$ cat config.mk
export PLATFORM = sky130hd
export DESIGN_NAME = periodic_task_dispatcher_top_flat
export DESIGN_NICKNAME = d
export VERILOG_FILES = /design/src/design/pdt_pkg.sv /design/src/design/pdt_if.sv /design/src/design/pdt_cfg.sv /design/src/design/pdt_slot.sv /design/src/design/periodic_task_dispatcher_top.sv /design/src/flat_wrapper.sv
export SDC_FILE = /design/constraint.sdc
export NUM_CORES = 1
export LEC_CHECK = 0
export BUFFER_PORTS_ARGS = -buffer_cell sky130_fd_sc_hd__buf_2
export CAP_MARGIN = 0
export CORE_MARGIN = 2
export CORE_UTILIZATION = 65
export CTS_BUF_LIST = sky130_fd_sc_hd__clkbuf_4 sky130_fd_sc_hd__clkbuf_8
export CTS_CLUSTER_DIAMETER = 40
export DETAILED_ROUTE_END_ITERATION = 16
export PLACE_DENSITY = 0.94
export SLEW_MARGIN = 20
export SYNTH_ARGS = -nofsm -noshare
export SYNTH_HDL_FRONTEND = slang
export SYNTH_SLANG_ARGS = --single-unit
$ cat constraint.sdc
create_clock -name clk -period 7.2 [get_ports clk]
set_input_delay 1.44 -clock clk [delete_from_list [all_inputs] [get_ports clk]]
set_output_delay 1.44 -clock clk [all_outputs]
set_load 0.005 [all_outputs]
$ cat src/design/pdt_pkg.sv
// Shared types, register indexes and reset values for the periodic task dispatcher.
package pdt_pkg;

  localparam int unsigned NUM_SLOTS  = 3;
  localparam int unsigned SLOT_W     = 2;
  localparam int unsigned TICK_W     = 8;
  localparam int unsigned DUR_W      = 16;
  localparam int unsigned CFG_IDX_W  = 3;
  localparam int unsigned CFG_DATA_W = 16;

  localparam logic [1:0] MODE_TICK   = 2'd0;
  localparam logic [1:0] MODE_REBOOT = 2'd1;
  localparam logic [1:0] MODE_REPORT = 2'd2;

  localparam logic [CFG_IDX_W-1:0] REG_PERIOD_SLOT0  = 3'd0;
  localparam logic [CFG_IDX_W-1:0] REG_PERIOD_SLOT1  = 3'd1;
  localparam logic [CFG_IDX_W-1:0] REG_PERIOD_SLOT2  = 3'd2;
  localparam logic [CFG_IDX_W-1:0] REG_START_SLOT0   = 3'd3;
  localparam logic [CFG_IDX_W-1:0] REG_START_SLOT1   = 3'd4;
  localparam logic [CFG_IDX_W-1:0] REG_START_SLOT2   = 3'd5;
  localparam logic [CFG_IDX_W-1:0] REG_OVERRUN_LIMIT = 3'd6;

  localparam logic [TICK_W-1:0] PERIOD_SLOT0_RST  = 8'd2;
  localparam logic [TICK_W-1:0] PERIOD_SLOT12_RST = 8'd20;
  localparam logic [TICK_W-1:0] START_SLOT0_RST   = 8'd2;
  localparam logic [TICK_W-1:0] START_SLOT1_RST   = 8'd3;
  localparam logic [TICK_W-1:0] START_SLOT2_RST   = 8'd4;
  localparam logic [DUR_W-1:0]  OVERRUN_LIMIT_RST = 16'd50;
  localparam logic [TICK_W-1:0] COUNTDOWN_RST     = 8'd255;

  typedef struct packed {
    logic [NUM_SLOTS-1:0][TICK_W-1:0] period;
    logic [NUM_SLOTS-1:0][TICK_W-1:0] start;
    logic [DUR_W-1:0]                 overrun_limit;
  } cfg_regs_t;

  typedef struct packed {
    logic              step;
    logic [TICK_W-1:0] tick;
  } slot_ctrl_t;

endpackage

$ cat src/design/pdt_if.sv
// Handshake channel interfaces for the input, result and configuration ports.
interface pdt_in_if import pdt_pkg::*; ();
  logic              valid;
  logic              ready;
  logic [1:0]        mode;
  logic [TICK_W-1:0] tick_value;
  logic [SLOT_W-1:0] slot_number;
  logic [DUR_W-1:0]  run_duration;
  modport source (output valid, mode, tick_value, slot_number, run_duration, input ready);
  modport sink (input valid, mode, tick_value, slot_number, run_duration, output ready);
endinterface

interface pdt_out_if import pdt_pkg::*; ();
  logic                 valid;
  logic                 ready;
  logic [NUM_SLOTS-1:0] fire_mask;
  logic                 watchdog_kick;
  logic [SLOT_W-1:0]    fault_slot;
  modport source (output valid, fire_mask, watchdog_kick, fault_slot, input ready);
  modport sink (input valid, fire_mask, watchdog_kick, fault_slot, output ready);
endinterface

interface pdt_cfg_if import pdt_pkg::*; ();
  logic                  valid;
  logic                  ready;
  logic [CFG_IDX_W-1:0]  index;
  logic [CFG_DATA_W-1:0] data;
  modport source (output valid, index, data, input ready);
  modport sink (input valid, index, data, output ready);
endinterface

$ cat src/design/pdt_cfg.sv
// Configuration register file: slot periods, start ticks and the overrun limit.
module pdt_cfg import pdt_pkg::*; (
  input  logic                  clk,
  input  logic                  rst_n,
  input  logic                  wr_en,
  input  logic [CFG_IDX_W-1:0]  wr_index,
  input  logic [CFG_DATA_W-1:0] wr_data,
  output cfg_regs_t             regs
);

  cfg_regs_t regs_r;
  cfg_regs_t regs_nxt;

  always_comb begin
    regs_nxt = regs_r;
    if (wr_en) begin
      unique case (wr_index)
        REG_PERIOD_SLOT0:  regs_nxt.period[0]     = wr_data[TICK_W-1:0];
        REG_PERIOD_SLOT1:  regs_nxt.period[1]     = wr_data[TICK_W-1:0];
        REG_PERIOD_SLOT2:  regs_nxt.period[2]     = wr_data[TICK_W-1:0];
        REG_START_SLOT0:   regs_nxt.start[0]      = wr_data[TICK_W-1:0];
        REG_START_SLOT1:   regs_nxt.start[1]      = wr_data[TICK_W-1:0];
        REG_START_SLOT2:   regs_nxt.start[2]      = wr_data[TICK_W-1:0];
        REG_OVERRUN_LIMIT: regs_nxt.overrun_limit = wr_data[DUR_W-1:0];
        default:           regs_nxt = regs_r;
      endcase
    end
  end

  always_ff @(posedge clk) begin
    if (!rst_n) begin
      regs_r.period[0]     <= PERIOD_SLOT0_RST;
      regs_r.period[1]     <= PERIOD_SLOT12_RST;
      regs_r.period[2]     <= PERIOD_SLOT12_RST;
      regs_r.start[0]      <= START_SLOT0_RST;
      regs_r.start[1]      <= START_SLOT1_RST;
      regs_r.start[2]      <= START_SLOT2_RST;
      regs_r.overrun_limit <= OVERRUN_LIMIT_RST;
    end else begin
      regs_r <= regs_nxt;
    end
  end

  assign regs = regs_r;

endmodule

$ cat src/design/pdt_slot.sv
// One task slot: countdown register, reload and fire decision for a tick.
module pdt_slot import pdt_pkg::*; (
  input  logic              clk,
  input  logic              rst_n,
  input  slot_ctrl_t        ctrl,
  input  logic [TICK_W-1:0] period,
  input  logic [TICK_W-1:0] start,
  output logic              fire
);

  logic [TICK_W-1:0] countdown_r;
  logic [TICK_W-1:0] countdown_nxt;
  logic [TICK_W-1:0] dec;
  logic              enabled;

  always_comb begin
    enabled       = (period != '0);
    dec           = (countdown_r != '0) ? countdown_r - 1'b1 : countdown_r;
    fire          = 1'b0;
    countdown_nxt = countdown_r;
    if (ctrl.step && enabled) begin
      fire          = (dec == '0) || (start == ctrl.tick);
      countdown_nxt = fire ? period : dec;
    end
  end

  always_ff @(posedge clk) begin
    if (!rst_n) begin
      countdown_r <= COUNTDOWN_RST;
    end else begin
      countdown_r <= countdown_nxt;
    end
  end

endmodule

$ cat src/design/periodic_task_dispatcher_top.sv
// Top level of the periodic task dispatcher: slots, fault record and result register.
//
// The dispatcher takes one item per clock while its results are taken and
// returns exactly one result per item. An accepted item updates the three
// slot countdowns, the reboot flag and the sticky fault record at the same
// clock edge that loads the result register, so the result appears on the
// out channel in the cycle after the input transfer. The only thing
// that holds off input is the single result register: in_ch.ready is high
// whenever that register is empty or its content is taken in the same cycle.
// Tick items (mode 0, nonzero tick) step every slot whose period is nonzero,
// report the fire mask and refresh the watchdog unless a reboot request has
// been seen since reset. Duration reports for slots 0 to 2 whose run time is
// strictly above the overrun limit record slot plus one as the fault; every
// result carries the fault record as it stands after its item. Configuration
// writes are taken in every cycle (cfg_ch.ready is always high) and should be
// made only while the block is idle; an index of 7 is accepted and ignored.
module periodic_task_dispatcher_top import pdt_pkg::*; (
  input  logic clk,
  input  logic rst_n,
  pdt_in_if.sink    in_ch,
  pdt_out_if.source out_ch,
  pdt_cfg_if.sink   cfg_ch
);

  cfg_regs_t            regs;
  slot_ctrl_t           slot_ctrl;
  logic [NUM_SLOTS-1:0] fire;
  logic                 in_xfer;
  logic                 is_tick;

  logic                 out_valid_r;
  logic [NUM_SLOTS-1:0] fire_mask_r;
  logic                 kick_r;
  logic [SLOT_W-1:0]    fault_slot_r;

  logic                 reboot_pending_r;
  logic                 reboot_pending_nxt;
  logic [SLOT_W-1:0]    fault_record_r;
  logic [SLOT_W-1:0]    fault_record_nxt;

  // Configuration registers.
  assign cfg_ch.ready = 1'b1;

  pdt_cfg u_cfg (
    .clk      (clk),
    .rst_n    (rst_n),
    .wr_en    (cfg_ch.valid),
    .wr_index (cfg_ch.index),
    .wr_data  (cfg_ch.data),
    .regs     (regs)
  );

  // The result register is free when empty or when it drains this cycle.
  assign in_ch.ready = !out_valid_r || out_ch.ready;
  assign in_xfer     = in_ch.valid && in_ch.ready;
  assign is_tick     = (in_ch.mode == MODE_TICK) && (in_ch.tick_value != '0);

  assign slot_ctrl.step = in_xfer && is_tick;
  assign slot_ctrl.tick = in_ch.tick_value;

  for (genvar n = 0; n < NUM_SLOTS; n++) begin : g_slot
    pdt_slot u_slot (
      .clk    (clk),
      .rst_n  (rst_n),
      .ctrl   (slot_ctrl),
      .period (regs.period[n]),
      .start  (regs.start[n]),
      .fire   (fire[n])
    );
  end

  // Reboot flag and sticky fault record. Mode 3 and slot 3 reports are ignored.
  always_comb begin
    reboot_pending_nxt = reboot_pending_r;
    fault_record_nxt   = fault_record_r;
    if (in_xfer) begin
      if (in_ch.mode == MODE_REBOOT) begin
        reboot_pending_nxt = 1'b1;
      end
      if ((in_ch.mode == MODE_REPORT) && (in_ch.slot_number < SLOT_W'(NUM_SLOTS))
          && (in_ch.run_duration > regs.overrun_limit)) begin
        fault_record_nxt = in_ch.slot_number + 1'b1;
      end
    end
  end

  always_ff @(posedge clk) begin
    if (!rst_n) begin
      reboot_pending_r <= 1'b0;
      fault_record_r   <= '0;
      out_valid_r      <= 1'b0;
    end else begin
      reboot_pending_r <= reboot_pending_nxt;
      fault_record_r   <= fault_record_nxt;
      if (in_xfer) begin
        out_valid_r <= 1'b1;
      end else if (out_ch.ready) begin
        out_valid_r <= 1'b0;
      end
    end
  end

  // Result payload: loaded on every input transfer.
  always_ff @(posedge clk) begin
    if (in_xfer) begin
      fire_mask_r  <= fire;
      kick_r       <= is_tick && !reboot_pending_r;
      fault_slot_r <= fault_record_nxt;
    end
  end

  assign out_ch.valid         = out_valid_r;
  assign out_ch.fire_mask     = fire_mask_r;
  assign out_ch.watchdog_kick = kick_r;
  assign out_ch.fault_slot    = fault_slot_r;

  // Once a reboot has been requested, no later tick refreshes the watchdog.
  a_no_kick_after_reboot: assert property (@(posedge clk) disable iff (!rst_n)
    (in_xfer && reboot_pending_r) |=> !out_ch.watchdog_kick)
    else $error("watchdog kicked after reboot request");

  // Items that are not ticks never fire a slot or kick the watchdog.
  a_non_tick_quiet: assert property (@(posedge clk) disable iff (!rst_n)
    (in_xfer && !is_tick) |=> (out_ch.fire_mask == '0) && !out_ch.watchdog_kick)
    else $error("non-tick item produced fire or kick");

  // The fault record is sticky: once set it never returns to no fault.
  a_fault_sticky: assert property (@(posedge clk) disable iff (!rst_n)
    (fault_record_r != '0) |=> (fault_record_r != '0))
    else $error("fault record cleared");

  // Every input transfer leaves a result waiting in the next cycle.
  a_result_follows: assert property (@(posedge clk) disable iff (!rst_n)
    in_xfer |=> out_valid_r)
    else $error("input transfer without result");

endmodule
$ cat src/flat_wrapper.sv
// flat-port wrapper written by rule: the top's interface ports become plain ports
module periodic_task_dispatcher_top_flat import pdt_pkg::*;
  (clk, rst_n, in_ch_valid, in_ch_mode, in_ch_tick_value, in_ch_slot_number, in_ch_run_duration, in_ch_ready, out_ch_valid, out_ch_fire_mask, out_ch_watchdog_kick, out_ch_fault_slot, out_ch_ready, cfg_ch_valid, cfg_ch_index, cfg_ch_data, cfg_ch_ready);
  pdt_in_if in_ch_i ();
  pdt_out_if out_ch_i ();
  pdt_cfg_if cfg_ch_i ();
  input  logic clk;
  input  logic rst_n;
  input wire logic [$bits(in_ch_i.valid)-1:0] in_ch_valid;
  input wire logic [$bits(in_ch_i.mode)-1:0] in_ch_mode;
  input wire logic [$bits(in_ch_i.tick_value)-1:0] in_ch_tick_value;
  input wire logic [$bits(in_ch_i.slot_number)-1:0] in_ch_slot_number;
  input wire logic [$bits(in_ch_i.run_duration)-1:0] in_ch_run_duration;
  output wire logic [$bits(in_ch_i.ready)-1:0] in_ch_ready;
  output wire logic [$bits(out_ch_i.valid)-1:0] out_ch_valid;
  output wire logic [$bits(out_ch_i.fire_mask)-1:0] out_ch_fire_mask;
  output wire logic [$bits(out_ch_i.watchdog_kick)-1:0] out_ch_watchdog_kick;
  output wire logic [$bits(out_ch_i.fault_slot)-1:0] out_ch_fault_slot;
  input wire logic [$bits(out_ch_i.ready)-1:0] out_ch_ready;
  input wire logic [$bits(cfg_ch_i.valid)-1:0] cfg_ch_valid;
  input wire logic [$bits(cfg_ch_i.index)-1:0] cfg_ch_index;
  input wire logic [$bits(cfg_ch_i.data)-1:0] cfg_ch_data;
  output wire logic [$bits(cfg_ch_i.ready)-1:0] cfg_ch_ready;
  assign in_ch_i.valid = in_ch_valid;
  assign in_ch_i.mode = in_ch_mode;
  assign in_ch_i.tick_value = in_ch_tick_value;
  assign in_ch_i.slot_number = in_ch_slot_number;
  assign in_ch_i.run_duration = in_ch_run_duration;
  assign in_ch_ready = in_ch_i.ready;
  assign out_ch_valid = out_ch_i.valid;
  assign out_ch_fire_mask = out_ch_i.fire_mask;
  assign out_ch_watchdog_kick = out_ch_i.watchdog_kick;
  assign out_ch_fault_slot = out_ch_i.fault_slot;
  assign out_ch_i.ready = out_ch_ready;
  assign cfg_ch_i.valid = cfg_ch_valid;
  assign cfg_ch_i.index = cfg_ch_index;
  assign cfg_ch_i.data = cfg_ch_data;
  assign cfg_ch_ready = cfg_ch_i.ready;
  periodic_task_dispatcher_top u_core (.clk(clk), .rst_n(rst_n), .in_ch(in_ch_i), .out_ch(out_ch_i), .cfg_ch(cfg_ch_i));
endmodule
==> impl_metrics.tcl <==
set metrics [dict create \
    status "finished, final reports clean" \
    final_area_um2 5910 \
    drive_gt1_frac 0.131 \
    finalHoldViolCount 0 \
    ff2ff_setup_slack_ns 4.55 \
    p_per_area_nw_per_um2 185 \
    drtIter0Drc 348 \
    gp_congestion 0.965 \
    peakVddDrop_mv 0.134 \
    cts_tree "done" \
    synth_area_um2 5340 \
    dieHeight_um 94.7 \
    synth.area.top_cells "dfxtp_1, nand2_1, a21boi_0, ha_1, edfxtp_1" \
    cts_resized 0 \
    synthFlopType "dfxtp_1" \
    rsz0062_at_grt "no" \
    initial_core_util 0.660 \
    fin_tns_setup_ns 0 \
    hold_buffers 0 \
    grt.overflow.total 0 \
    critPathRequiredTime_ns 5.76 \
    grt_max_degree 95 \
    clock-sinks 98 \
    timing.final.ws_setup_ns 3.92 \
    slew_violations 0 \
    ys_types 68 \
    cp-end-kind "primary output" \
    critical_path.cell_chain "buf_2, nand2b_1, buf_2" \
    mostFrequentLayoutCell "nand2_1" \
    synth-edff-count 6 \
    hpwl_um 9590 \
    fin_crit_ns 3.28 \
    grt_usage 0.305 \
    avgSynthCellArea_um2 8.23 \
    worst_pin_slew_ns 0.850 \
    grt_pass1_wl_um 21400 \
    slew_headroom 0.429 \
    postCtsSetupBuffers 0 \
    worst_path_most_repeated_cell "buf_2" \
    postLayoutCoreUtil 0.731 \
    start_kind "input pin" \
    first_pass_iters 5 \
    cp.arrival_ns 1.84 \
    numPortBuffers 59 \
    syn_inst 649 \
    hold_path_class "reg -> reg" \
    synth_top_area_frac 0.345 \
    clockRootBuffer "clkbuf_8" \
    drc 0 \
    async_reset_ff_frac 0 \
    ant_nets 0 \
    grt_pass1_vias 4559 \
    placed_area_um2 5690 \
    timing.max_cap.violations 0 \
    fin_crit_sh 0.456 \
    core_area_um2 8090 \
    cpPeakStageDelay_ns 0.17 \
    cts_buffers 9 \
    clock_skew_ns 0.0138 \
    slowest_stage "nand2b_1" \
    fmax_mhz 305 \
    dieArea_um2 8960 \
    final_cell_mix "nand2_1, dfxtp_1, buf_2, a21boi_0, inv_1" \
    synth_top_area_cell "dfxtp_1" \
    cts_buffer_depth 2 \
    path_max_fanout 4 \
    num_vias 4937 \
    clk_pin_slew_worst_paths_ns 0.10 \
    io-pin-count 61 \
    finalSetupViolCount 0 \
    diodes 0 \
    yosys_warnings 0 \
    routed_wl_um 13000 \
    clk_latency_ns 0.37 \
    nets 771 \
    ys_ff_latch 98 \
    p_total_uw 1090 \
    crit_type "in -> out" \
    p_leak_uw 0.00234 \
    htreeDepth 3 \
    synthesis.nets 721 \
    antenna_found_initial 0 \
    rows 33 \
    seq_area_frac_synth 0.379 \
    die_x_um 94.7 \
    area_growth_pct 10.7 \
    wl_per_cell_um 16.0 \
    vias_per_cell 6.10 \
    place_ws_ns 3.65 \
]
[synthesized netlist by cell type, types with 4 or more instances]
cell,count
a211o_1,8
a21boi_0,55
a21o_1,6
a21oi_1,13
a221o_1,4
and2_1,5
clkbuf_1,18
dfxtp_1,92
edfxtp_1,6
ha_1,20
inv_1,36
mux2i_1,6
nand2_1,156
nand2b_1,6
nand3_1,19
nand4_1,7
nor2_1,28
nor2b_1,11
nor3_1,9
nor4_1,15
o211ai_1,10
o21a_1,4
o21ai_0,7
o21ai_1,4
o31ai_1,4
o41ai_1,6
or3_1,6
xnor2_1,13
xor2_1,16
[critical path, delay by kind of cell]
kind / cells / cell delay, ns
buf+inv: 2 / 0.23
simple gates: 1 / 0.17
[stage by stage]
stage | hold WS, ns | cells
floorplan | 0.441 | 649
global placement | 0.453 | 793
detailed placement | 0.463 | 793
CTS | 0.478 | 809
global route | 0.496 | 809
finish | 0.477 | 809
[where the power goes]
group | internal (µW) | leakage (µW) | switching, µW
combinational | 49.2 | 0.00142 | 68.3
sequential | 563 | 0.000808 | 15.1
clock | 205 | 0.000116 | 194
total | 817 | 0.00234 | 278
[routing by layer]
metal,GRT usage,routed length (µm),up-vias
met5,0,0,-
met4,0.140,406,0
met3,0.0583,913,37
met2,0.499,6180,207
met1,0.390,5480,2309
li1,-,-,2384
[final cells by class]
type	count	area, µm²
Clock buffer	10	131
Clock inverter	6	95.1
Fill cell	618	2180
Inverter	36	135
Multi-Input combinational cell	494	3100
Sequential cell	98	2020
Tap cell	105	131
Timing Repair Buffer	60	303
[sequential cells by signal, summed over array words and instances, names as in the netlist]
name / cells
u_core.fault_record_r: 2
u_core.out_ch.fault_slot: 2
u_core.u_cfg.regs: 64
u_core.out_ch.watchdog_kick: 1
u_core.out_ch.valid: 1
u_core.g_slot.u_slot.countdown_r: 24
u_core.reboot_pending_r: 1
u_core.out_ch.fire_mask: 3
[worst paths after layout]
kind / from / end / cells past startpoint
setup / recovery: out_ch_ready / in_ch_ready / 3
hold / removal: u_core.u_cfg.regs[13] / u_core.u_cfg.regs[13] / 2
setup reg to reg: u_core.g_slot[2].u_slot.countdown_r[0] / u_core.g_slot[2].u_slot.countdown_r[1] / 8
hold reg to reg: u_core.u_cfg.regs[13] / u_core.u_cfg.regs[13] / 2
[cells by family after synthesis]
group	after synthesis	share of synthesized area
AOI/OAI and AO/OA	151	0.216
xor gates and xnor gates	29	0.0476
adders and majority gates	20	0.0468
buffers and inverters	57	0.0422
DFF	98	0.379
muxes	11	0.0218
other	1	0.000702
and+or+nand+nor	282	0.246
(Power assumes the default switching activity.)
